<file path="config.mk">
export PLATFORM = sky130hd
export DESIGN_NAME = pcd_ctrl
export DESIGN_NICKNAME = d
export VERILOG_FILES = /design/src/rtl/core/assert_macros.svh /design/src/rtl/core/pcd_pkg.sv /design/src/rtl/core/pcd_ctrl.sv
export SDC_FILE = /design/constraint.sdc
export NUM_CORES = 1
export LEC_CHECK = 0
export BUFFER_PORTS_ARGS = -buffer_cell sky130_fd_sc_hd__buf_4
export CAP_MARGIN = 20
export CORE_AREA = 2 2 39 41
export DETAILED_ROUTE_END_ITERATION = 10
export DIE_AREA = 0 0 41 43
export SYNTH_ARGS = -nofsm -noshare
export SYNTH_HDL_FRONTEND = slang
export SYNTH_SLANG_ARGS = --single-unit
</file>
<file path="constraint.sdc">
create_clock -name clk -period 4.13 [get_ports clk]
set_input_delay 0.826 -clock clk [delete_from_list [all_inputs] [get_ports clk]]
set_output_delay 0.826 -clock clk [all_outputs]
set_load 0.02 [all_outputs]
</file>
<file path="src/rtl/core/assert_macros.svh">
// Assertion helpers; clk and rst_n must be visible where these are used.
`ifndef ASSERT_MACROS_SVH
`define ASSERT_MACROS_SVH

// Check a property at every clock edge outside reset.
`define PCD_ASSERT(lbl, prop, msg) \
    lbl: assert property (@(posedge clk) disable iff (!rst_n) (prop)) else $error(msg);

// Check that a condition implies a consequence in the same cycle.
`define PCD_ASSERT_IMPLY(lbl, ante, cons, msg) \
    lbl: assert property (@(posedge clk) disable iff (!rst_n) (ante) |-> (cons)) \
        else $error(msg);

// Check that a condition implies a consequence in the next cycle.
`define PCD_ASSERT_NEXT(lbl, ante, cons, msg) \
    lbl: assert property (@(posedge clk) disable iff (!rst_n) (ante) |=> (cons)) \
        else $error(msg);

`endif

</file>
<file path="src/rtl/core/pcd_pkg.sv">
package pcd_pkg;

    localparam logic [1:0] FUNC_LOAD   = 2'd0;
    localparam logic [1:0] FUNC_DECODE = 2'd1;
    localparam logic [1:0] FUNC_CLEAR  = 2'd2;

    localparam int CODE_W = 32;
    localparam int LEN_W  = 6;

    typedef struct packed {
        logic [1:0]        func;
        logic [7:0]        entry_symbol;
        logic [CODE_W-1:0] entry_code;
        logic [LEN_W-1:0]  entry_length;
        logic              stream_bit;
    } in_word_t;

    typedef struct packed {
        logic [7:0] out_symbol;
        logic       status;
    } out_word_t;

    // Controller to datapath
    typedef struct packed {
        logic load_en;
        logic clear_en;
        logic decode_start;
        logic rd_issue;
        logic emit;
    } ctrl_cmd_t;

    // Datapath to controller
    typedef struct packed {
        logic scan_last;
        logic result_pending;
        logic out_free;
    } ctrl_sts_t;

    function automatic logic [CODE_W-1:0] low_mask(input logic [LEN_W-1:0] len);
        logic [CODE_W-1:0] m;
        if (len >= LEN_W'(CODE_W))
        begin
            m = '1;
        end
        else
        begin
            m = (CODE_W'(1) << len) - CODE_W'(1);
        end
        return m;
    endfunction

endpackage

</file>
<file path="src/rtl/core/pcd_ctrl.sv">
module pcd_ctrl (
    input  logic               clk,
    input  logic               rst_n,
    input  logic               item_valid,
    output logic               item_stall,
    input  logic [1:0]         item_func,
    input  pcd_pkg::ctrl_sts_t sts,
    output pcd_pkg::ctrl_cmd_t cmd
);

    localparam logic [1:0] ST_IDLE    = 2'd0;
    localparam logic [1:0] ST_SCAN    = 2'd1;
    localparam logic [1:0] ST_DRAIN   = 2'd2;
    localparam logic [1:0] ST_RESOLVE = 2'd3;

    logic [1:0] state_reg, state_next;
    logic       accept;

    assign item_stall = (state_reg != ST_IDLE);
    assign accept     = item_valid && !item_stall;

    always_comb
    begin
        state_next       = state_reg;
        cmd              = '0;
        unique case (state_reg)
            ST_IDLE:
            begin
                if (accept)
                begin
                    cmd.load_en      = (item_func == pcd_pkg::FUNC_LOAD);
                    cmd.clear_en     = (item_func == pcd_pkg::FUNC_CLEAR);
                    cmd.decode_start = (item_func == pcd_pkg::FUNC_DECODE);
                    if (item_func == pcd_pkg::FUNC_DECODE)
                    begin
                        state_next = ST_SCAN;
                    end
                end
            end
            ST_SCAN:
            begin
                cmd.rd_issue = 1'b1;
                if (sts.scan_last)
                begin
                    state_next = ST_DRAIN;
                end
            end
            ST_DRAIN:
            begin
                state_next = ST_RESOLVE;
            end
            ST_RESOLVE:
            begin
                // With no result pending return to idle; else hold until the output register can take the result
                if (!sts.result_pending)
                begin
                    state_next = ST_IDLE;
                end
                else if (sts.out_free)
                begin
                    cmd.emit   = 1'b1;
                    state_next = ST_IDLE;
                end
            end
            default:
            begin
                state_next = ST_IDLE;
            end
        endcase
    end

    always_ff @(posedge clk or negedge rst_n)
    begin
        if (!rst_n)
        begin
            state_reg <= ST_IDLE;
        end
        else
        begin
            state_reg <= state_next;
        end
    end

endmodule

</file>
==> impl_results.md, run 1 <==
- Adder-cell share of the synthesized area: 0.292
- Dominant cell type by area after synthesis: ha_1
- M1 GR Usage: 0.0514
- Tcrit/Tclk final: 0.548
- Global-route wire length before repair: around 700 µm
- Cts repair resizes: 0
- Compound-gate portion of the synthesized area: 0.0702
- CTS sink cnt: 2
- Main combinational cell family by area after synthesis: adder cells
- Peak supply drop: about 0.12 mV
- Status: complete, no violations
- Leakage: 0.195 nW
- Core Box Area: 1380 µm²
- DRC violations left: 0
- GR Layer Usage met3: 0.0471
- Flop and latch count out of synthesis: 2
- Max clock buf depth: 2
- Crit-path slowest cell: dfrtp_1
- Starting Density: 0.155
- Number of flip-flops in the largest register: 2
- Filler Cell Count: around 150
- Distinct cells, synth: 13
- Syn avg cell area: slightly below 10 µm²
- Critical path arrival: between 1000 and 1500 ps
- Ant. Diodes: 0
- Root Buffer: clkbuf_4
- Multi-input gate area: ~150 µm²
- Die X-Extent: ~41 µm
- Ports: 14
- Synth top area share: 0.292
- Post-synthesis mux area share: 0.0994
- Vias per cell: between 3 and 4
- Row count: 14
- Setup_tns: 0 ps
- Worst r2r src: state_reg[0]
- H-tree depth: 1
- Synth warnings: 0
- TritonCTS clock tree: yes
- Ranking of synthesized cells by area: ha_1 29%, dfrtp_1 23%, a221oi_2 7.0%
- Reg area: approximately 50 µm²
- CTS clk-pin slew, worst paths: 30 ps
- Met2 Resource Use GR: 0.0969
- GRT Residual Overflow: 0
- Vias in the first global route: between 200 and 250
- Relative slew slack: 0.814
- Layout cells sized above 1: 0.447
- Starting DRT DRC Count: 0
- Port Buffers: 13
- Final Critical Period: roughly 2300 ps
- Critical Path Source Type: register
- Synth Area in Simple Gates: 0.234
- Worst setup path class: register to output port
- Total number of vias: 209
- Height of the chip: ~43 µm
- Post-Place Worst Slack: about 1900 ps
- Area delta synth->final: 65.5%
- Worst Tran Pin Value: 280 ps
- Post-DRT Antenna Nets: 0
- Clock Skew: 0.236 ps
- XOR/XNOR Fraction of Synth Area: 0
- Placer Congestion: ~0.56
- Pre-Repair DR Iteration Count: 1
- Mapped cell area: about 210 µm²
- Type of the most critical hold path: input pin to asynchronous set/reset pin
- Drt wl/cell: 7.96 µm
- Synthesized instance count: 22
- Commonest non-fill, non-tap cell in the layout: buf_4
- Post-cts hold buffer count: 0
- Postcts setup bufs: 0
- WP data required: about 3300 ps
- Critical path's largest stage delay: roughly 390 ps
- Worst Setup End Kind: output port
- Final Hold Vio Count: 0
- Worst-path cell chain: inv_1, ha_1, nand2_1, nor3b_1, buf_4
- RSZ-0062 raised after global routing: false
- FF-to-FF End: state_reg[1]
- Nets@finish: 53
- CP max FO: 4
- Max Fclk: 442 MHz
- Post-synthesis sequential area ratio: 0.234
- CTS Buf Count: 3
- Pwr Density: 587 nW/µm²
- R2r setup slk: approximately 2600 ps
- Initial antenna violation count: 0
- Final setup violation count: 0
- Max-cap violations: 0
- Worst setup margin: 1870 ps
- Largest net degree at the start of global routing: 5
- Post-layout util: 0.256
- Gr usage total: 0.0683
- R2R depth: 4
- Mapped Nets: 35
- Top Usage Layer GRT: met2
- Total Routed Length: about 430 µm
- Die Area: approximately 1800 µm²
- Max Slew Vio Count: 0
- Most frequent cells in the layout: 13 x buf_4, 5 x ha_1, 4 x inv_1
- Worst-Skew Late Latency: roughly 220 ps
## per-stage QoR
stage | hold slack [ps] | area (µm²) | std cells | power (mW)
finish | 380 | 354 | 54 | 0.208
CTS | 373 | 354 | 54 | 0.213
global placement | 556 | 332 | 51 | 0.166
detailed placement | 552 | 332 | 51 | 0.169
global route | 363 | 354 | 54 | 0.235
floorplan | 512 | 214 | 22 | 0.128
## worst max-delay path, delay by kind of cell, from the launching register on
kind / cells / cell delay, ps
flops: 1 / 390
fa+ha+maj: 1 / 220
simple gates: 2 / 300
buf+inv: 2 / 300
## layout make-up
cell class,count,share of cell area
inverters,4,0.0424
multi-input cells,16,0.420
flip-flops and latches,2,0.141
clock buffers,3,0.0636
repair buffers,13,0.276
well taps,16,0.0565
## routing by layer
metal,vias up,part of all wire
met5,-,0
met4,0,0.040
met3,2,0.072
met2,7,0.56
met1,92,0.32
li1,108,-
## where the power goes
part | internal, mW | total [mW] | switching (mW)
clock | 0.0320 | 0.0423 | 0.0103
combinational | 0.0597 | 0.125 | 0.0657
sequential | 0.0312 | 0.0402 | 0.00900
total | 0.123 | 0.208 | 0.0850
## kinds of logic (layout without fill, tap and decap cells)
group | after synthesis | count (layout)
adders and majority gates | 5 | 5
DFF | 2 | 2
buffers and inverters | 4 | 20
and+or+nand+nor | 8 | 8
AOI/OAI and AO/OA | 1 | 1
muxes | 2 | 2
## Yosys cell counts
cell      number
a221oi_2       1
and3_1         1
and3b_1        1
dfrtp_1        2
ha_1           5
inv_1          4
mux2_1         1
mux2i_1        1
nand2_1        1
nand3b_1       1
nor2_1         1
nor3_1         1
nor3b_1        2
## worst max-delay path by stage
stage                     slack (ps)     end    startpoint
after floorplan                 1870  cmd[3]    item_valid
after global placement          1940  cmd[3]    item_valid
after global routing            1750  cmd[3]  state_reg[0]
after detailed placement        1940  cmd[3]    item_valid
final                           1870  cmd[3]  state_reg[0]
after CTS                       1830  cmd[3]  state_reg[0]
Note: power is estimated with default switching activity, not from simulation.
==> run 2, diff against run 1 <==
clock period = 2.1 ns   (was 4.13 ns; I/O delays follow)
==> impl_results.md, run 2 (same netlist as run 1, synthesis figures left out) <==
- Status: complete, no violations
- Post-cts hold buffer count: 1
- Placer Congestion: 0.553
- Die Area: 1760 µm²
- GRT Residual Overflow: 0
- Vias in the first global route: around 190
- Post-layout util: 0.263
- Final setup violation count: 0
- Ant. Diodes: 0
- Cts repair resizes: 0
- Starting DRT DRC Count: 0
- Critical Path Source Type: register
- Worst-Skew Late Latency: 220 ps
- Pwr Density: between 1000 and 1500 nW/µm²
- Worst setup path class: register to output port
- Vias per cell: between 3 and 4
- DRC violations left: 0
- H-tree depth: 1
- Height of the chip: ~43 µm
- Layout cells sized above 1: 0.436
- RSZ-0062 raised after global routing: false
- Tcrit/Tclk final: 0.885
- Max Fclk: roughly 540 MHz
- Postcts setup bufs: 0
- Core Box Area: 1380 µm²
- Worst Tran Pin Value: 288 ps
- Most frequent cells in the layout: 13 x buf_4, 5 x ha_1, 4 x inv_1
- Peak supply drop: 0.258 mV
- Total number of vias: slightly above 200
- Final Critical Period: about 1900 ps
- Post-DRT Antenna Nets: 0
- Drt wl/cell: ~7.6 µm
- Total Routed Length: 416 µm
- CP Buf/Inv Count: 2
- Area delta synth->final: 70.2%
- Clock Skew: 1.19 ps
- Die X-Extent: 41 µm
- Largest net degree at the start of global routing: 5
- CP max FO: 4
- CTS sink cnt: 2
- CTS clk-pin slew, worst paths: 30 ps
- Initial antenna violation count: 0
- TritonCTS clock tree: yes
- WHS: 521 ps
- Row count: 14
- WP data required: approximately 1700 ps
- Gr usage total: 0.0582
- Critical path's largest stage delay: roughly 380 ps
- Worst-path cell chain: inv_1, ha_1, nand2_1, nor3b_1, buf_4
- Max clock buf depth: 2
- Beginning of the critical path: state_reg[0]
- Ports: 14
- Post-DP HPWL: 369 µm
- Nets@finish: 54
- Critical path arrival: roughly 1400 ps
- Relative slew slack: 0.808
- Commonest non-fill, non-tap cell in the layout: buf_4
- Worst r2r src: state_reg[0]
- CTS Buf Count: 3
- Setup_tns: 0 ps
- Final Hold Vio Count: 0
- Root Buffer: clkbuf_4
- Leakage: about 0.2 nW
- Type of the most critical hold path: input pin to asynchronous set/reset pin
- Max-cap violations: 0
- Delay-heaviest family, CP: flip-flops
- Max Slew Vio Count: 0
- Crit-path slowest cell: dfrtp_1
- Global-route wire length before repair: ~640 µm
- Port Buffers: 13
- Starting Density: 0.155
- Number of flip-flops in the largest register: 2
- Worst Setup End Kind: output port
- Pre-Repair DR Iteration Count: 1
-- run 2: layout make-up --
class | count | area [µm²]
fillers | 158 | 1020
multi-input cells | 16 | 149
repair buffers | 14 | 108
flip-flops and latches | 2 | 50.0
clock buffers | 3 | 22.5
well taps | 16 | 20.0
inverters | 4 | 15.0
-- run 2: metal layers --
metal / vias up / global-route usage / share of wire
met2: 5 / 0.0875 / 0.55
met1: 93 / 0.0482 / 0.36
met3: 0 / 0.0314 / 0.082
met5: - / 0 / 0
met4: 0 / 0.0600 / 0
li1: 108 / - / -
-- run 2: where the power goes --
part,switching (mW),total [mW],internal (mW)
Clock,0.0198,0.0826,0.0628
Combinational,0.130,0.249,0.119
Sequential,0.0167,0.0781,0.0614
Total,0.167,0.410,0.243
-- run 2: through the flow --
step / setup WS, ps / instances / area [µm²] / power [mW]
2_1_floorplan: 360 / 22 / 214 / 0.252
3_3_place_gp: 483 / 51 / 332 / 0.328
3_5_place_dp: 442 / 51 / 332 / 0.335
4_1_cts: 198 / 55 / 364 / 0.425
5_1_grt: 130 / 55 / 364 / 0.459
6_report: 242 / 55 / 364 / 0.410
-- run 2: worst paths after layout --
check / slack (ps) / endpoint / cells past startpoint
max: 240 / cmd[3] / 5
min: 520 / state_reg[0] / 2
max reg2reg: 600 / state_reg[1] / 4
min reg2reg: 540 / state_reg[1] / 1
max in group asynchronous: 1490 / state_reg[1] / 2
min in group clk: 540 / state_reg[1] / 1
==> run 3, diff against run 2 <==
ABC_AREA = 1   (was default)
CAP_MARGIN = default   (was 20)
CTS_CLUSTER_SIZE = 30   (was default)
==> impl_results.md, run 3 <==
- Post-layout util: 0.274
- GRT Residual Overflow: 0
- Inst Count DP: 61
- CTS sink cnt: 2
- Post-DRT Antenna Nets: 0
- Commonest cells post-synth: 7 x nand2_1, 6 x inv_1, 5 x ha_1
- Synth Area in Simple Gates: 0.393
- Setup_tns: 0 ps
- Worst setup path class: register to output port
- Dpl cell area: ~350 µm²
- Synthesized instance count: 32
- Switching power: a little under 200 µW
- CP Buf/Inv Count: 2
- Wire length on met1: ~160 µm
- Tcrit/Tclk final: 0.832
- Placer Congestion: 0.635
- Worst setup margin: roughly 350 ps
- Highest routed metal layer: met3
- TritonCTS clock tree: yes
- Die X-Extent: about 41 µm
- Gr usage total: 0.0592
- Status: complete, no violations
- Flop and latch count out of synthesis: 2
- Number of flip-flops in the largest register: 2
- Max Fclk: between 500 and 600 MHz
- Cts repair resizes: 0
- Final setup violation count: 0
- Total Routed Length: 448 µm
- Drt wl/cell: approximately 7 µm
- Pwr Density: about 1200 nW/µm²
- Pwr Total: between 400 and 500 µW
- Top-count cell post-synth: nand2_1
- Height of the chip: about 43 µm
- Row count: 14
- Starting DRT DRC Count: 0
- RSZ-0062 raised after global routing: false
- Seq pwr share: 0.184
- Metal3 WL: about 23 µm
- Leakage: around 0.22 nW
- XOR/XNOR Fraction of Synth Area: 0
- Worst-path cell chain: inv_1, ha_1, nand2_1, nor3_1, buf_4
- H-tree depth: 1
- Dominant cell type by area after synthesis: ha_1
- Post-synthesis sequential area ratio: 0.219
- Ports: 14
- Ant. Diodes: 0
- Cell Int Power: roughly 240 µW
- Clock Skew: between 1.5 and 2 ps
- Final Critical Period: 1750 ps
- Worst Setup End Kind: output port
- Mapped Nets: 45
- Root Buffer: clkbuf_4
- Largest net degree at the start of global routing: 5
- Adder-cell share of the synthesized area: 0.273
- Clock Power Share: 0.190
- Final Hold Vio Count: 0
- Peak supply drop: about 0.2 mV
- Area delta synth->final: 65.6%
- Post-synth top flop: dfrtp_1
- Number of flops mapped to enable cells by yosys: 0
- Starting Density: 0.165
- Post-synthesis mux area share: 0
- CTS Buf Count: 3
- DR WL met2: around 260 µm
- Ranking of synthesized cells by area: ha_1 27%, dfrtp_1 22%, nand2_1 11%
- Finished Layout Cells: 65
- Max Slew Vio Count: 0
- Type of the most critical hold path: input pin to asynchronous set/reset pin
- Worst Tran Pin Value: around 160 ps
- CTS clk-pin slew, worst paths: approximately 30 ps
- DRC violations left: 0
- Critical path's largest stage delay: 400 ps
- Filler Cell Count: between 150 and 200
- Nets@finish: 64
- Max clock buf depth: 2
- Synth warnings: 0
- Total number of vias: between 200 and 250
- Die Area: roughly 1800 µm²
- Sw Ratio: 0.447
- Max-cap violations: 0
- Compound-gate portion of the synthesized area: 0
- WHS: around 520 ps
- Distinct cells, synth: 12
- Port Buffers: 13
- Critical Path Source Type: register
- Share of flip-flops with an asynchronous set or reset: 1.00
- Synth top area share: 0.273
- Delay-heaviest family, CP: flip-flops
- Layout cells sized above 1: 0.408
- Global-route wire length before repair: 731 µm
- Vias per cell: 3.72
- Critical path arrival: 1330 ps
- Mapped cell area: roughly 230 µm²
- Relative slew slack: 0.895
- CP max FO: 4
- Initial antenna violation count: 0
- Syn avg cell area: 7.16 µm²
- Finished layout cell area: roughly 380 µm²
- Vias in the first global route: roughly 220
- WP data required: 1680 ps
- Worst-Skew Late Latency: between 200 and 250 ps
- Main combinational cell family by area after synthesis: simple AND/OR/NAND/NOR gates
- Combinational fraction of design power: 0.626
- Pre-Repair DR Iteration Count: 1
- Post-DP HPWL: 395 µm
- Crit-path slowest cell: dfrtp_1
- Most frequent cells in the layout: 13 x buf_4, 7 x nand2_1, 6 x inv_1
- Post-Place Worst Slack: between 500 and 600 ps
- Core Box Area: between 1000 and 1500 µm²
- Commonest non-fill, non-tap cell in the layout: buf_4
run 3: changes by cell type after synthesis, sizes merged:
cell	previous run	this run
mux2i	1	0
inv	4	7
nor3	1	2
nand2	1	9
nor3b	2	0
a221oi	1	0
nand3b	1	0
and3b	1	0
or2	0	1
nand3	0	4
mux2	1	0
run 3: final timing paths:
path | start | cells past startpoint | slack (ps) | endpoint
setup / recovery | state_reg[0] | 5 | 350 | cmd[3]
hold / removal | rst_n | 2 | 520 | state_reg[0]
setup reg to reg | state_reg[0] | 5 | 960 | state_reg[0]
hold reg to reg | state_reg[0] | 2 | 530 | state_reg[0]
max in group asynchronous | rst_n | 2 | 1500 | state_reg[1]
min in group clk | state_reg[0] | 2 | 530 | state_reg[0]
run 3: cell type report:
cell class,instances,area (µm²),share of cell area
sequential,2,50.0,0.132
timing repair buffer,14,108,0.284
multi-input combinational,23,153,0.403
inverter,7,26.3,0.0693
clock buffer,3,22.5,0.0594
tap,16,20.0,0.0528
run 3: what timing repair did:
| action | 4_1_cts | 5_1_grt |
|---|---|---|
| hold endpoints to repair | 2 | 0 |
| hold buffers | 1 | 0 |
| setup buffers | 0 | 0 |
run 3: routing by layer:
metal,track usage,vias up
met5,0,-
met3,0,0
met1,0.0611,106
li1,-,131
met2,0.106,5
met4,0.0400,0
run 3: cell families after synthesis:
logic type / count (synthesis)
and+or+nand+nor: 18
DFF: 2
buffers and inverters: 7
adders and majority gates: 5
run 3: power groups by stage:
stage	logic, mW	clock network, mW	registers (mW)
after global routing	0.315	0.0882	0.0870
after global placement	0.273	0	0.0842
after CTS	0.281	0.0881	0.0817
after floorplan	0.196	0	0.0770
final	0.274	0.0831	0.0806
after detailed placement	0.279	0	0.0820
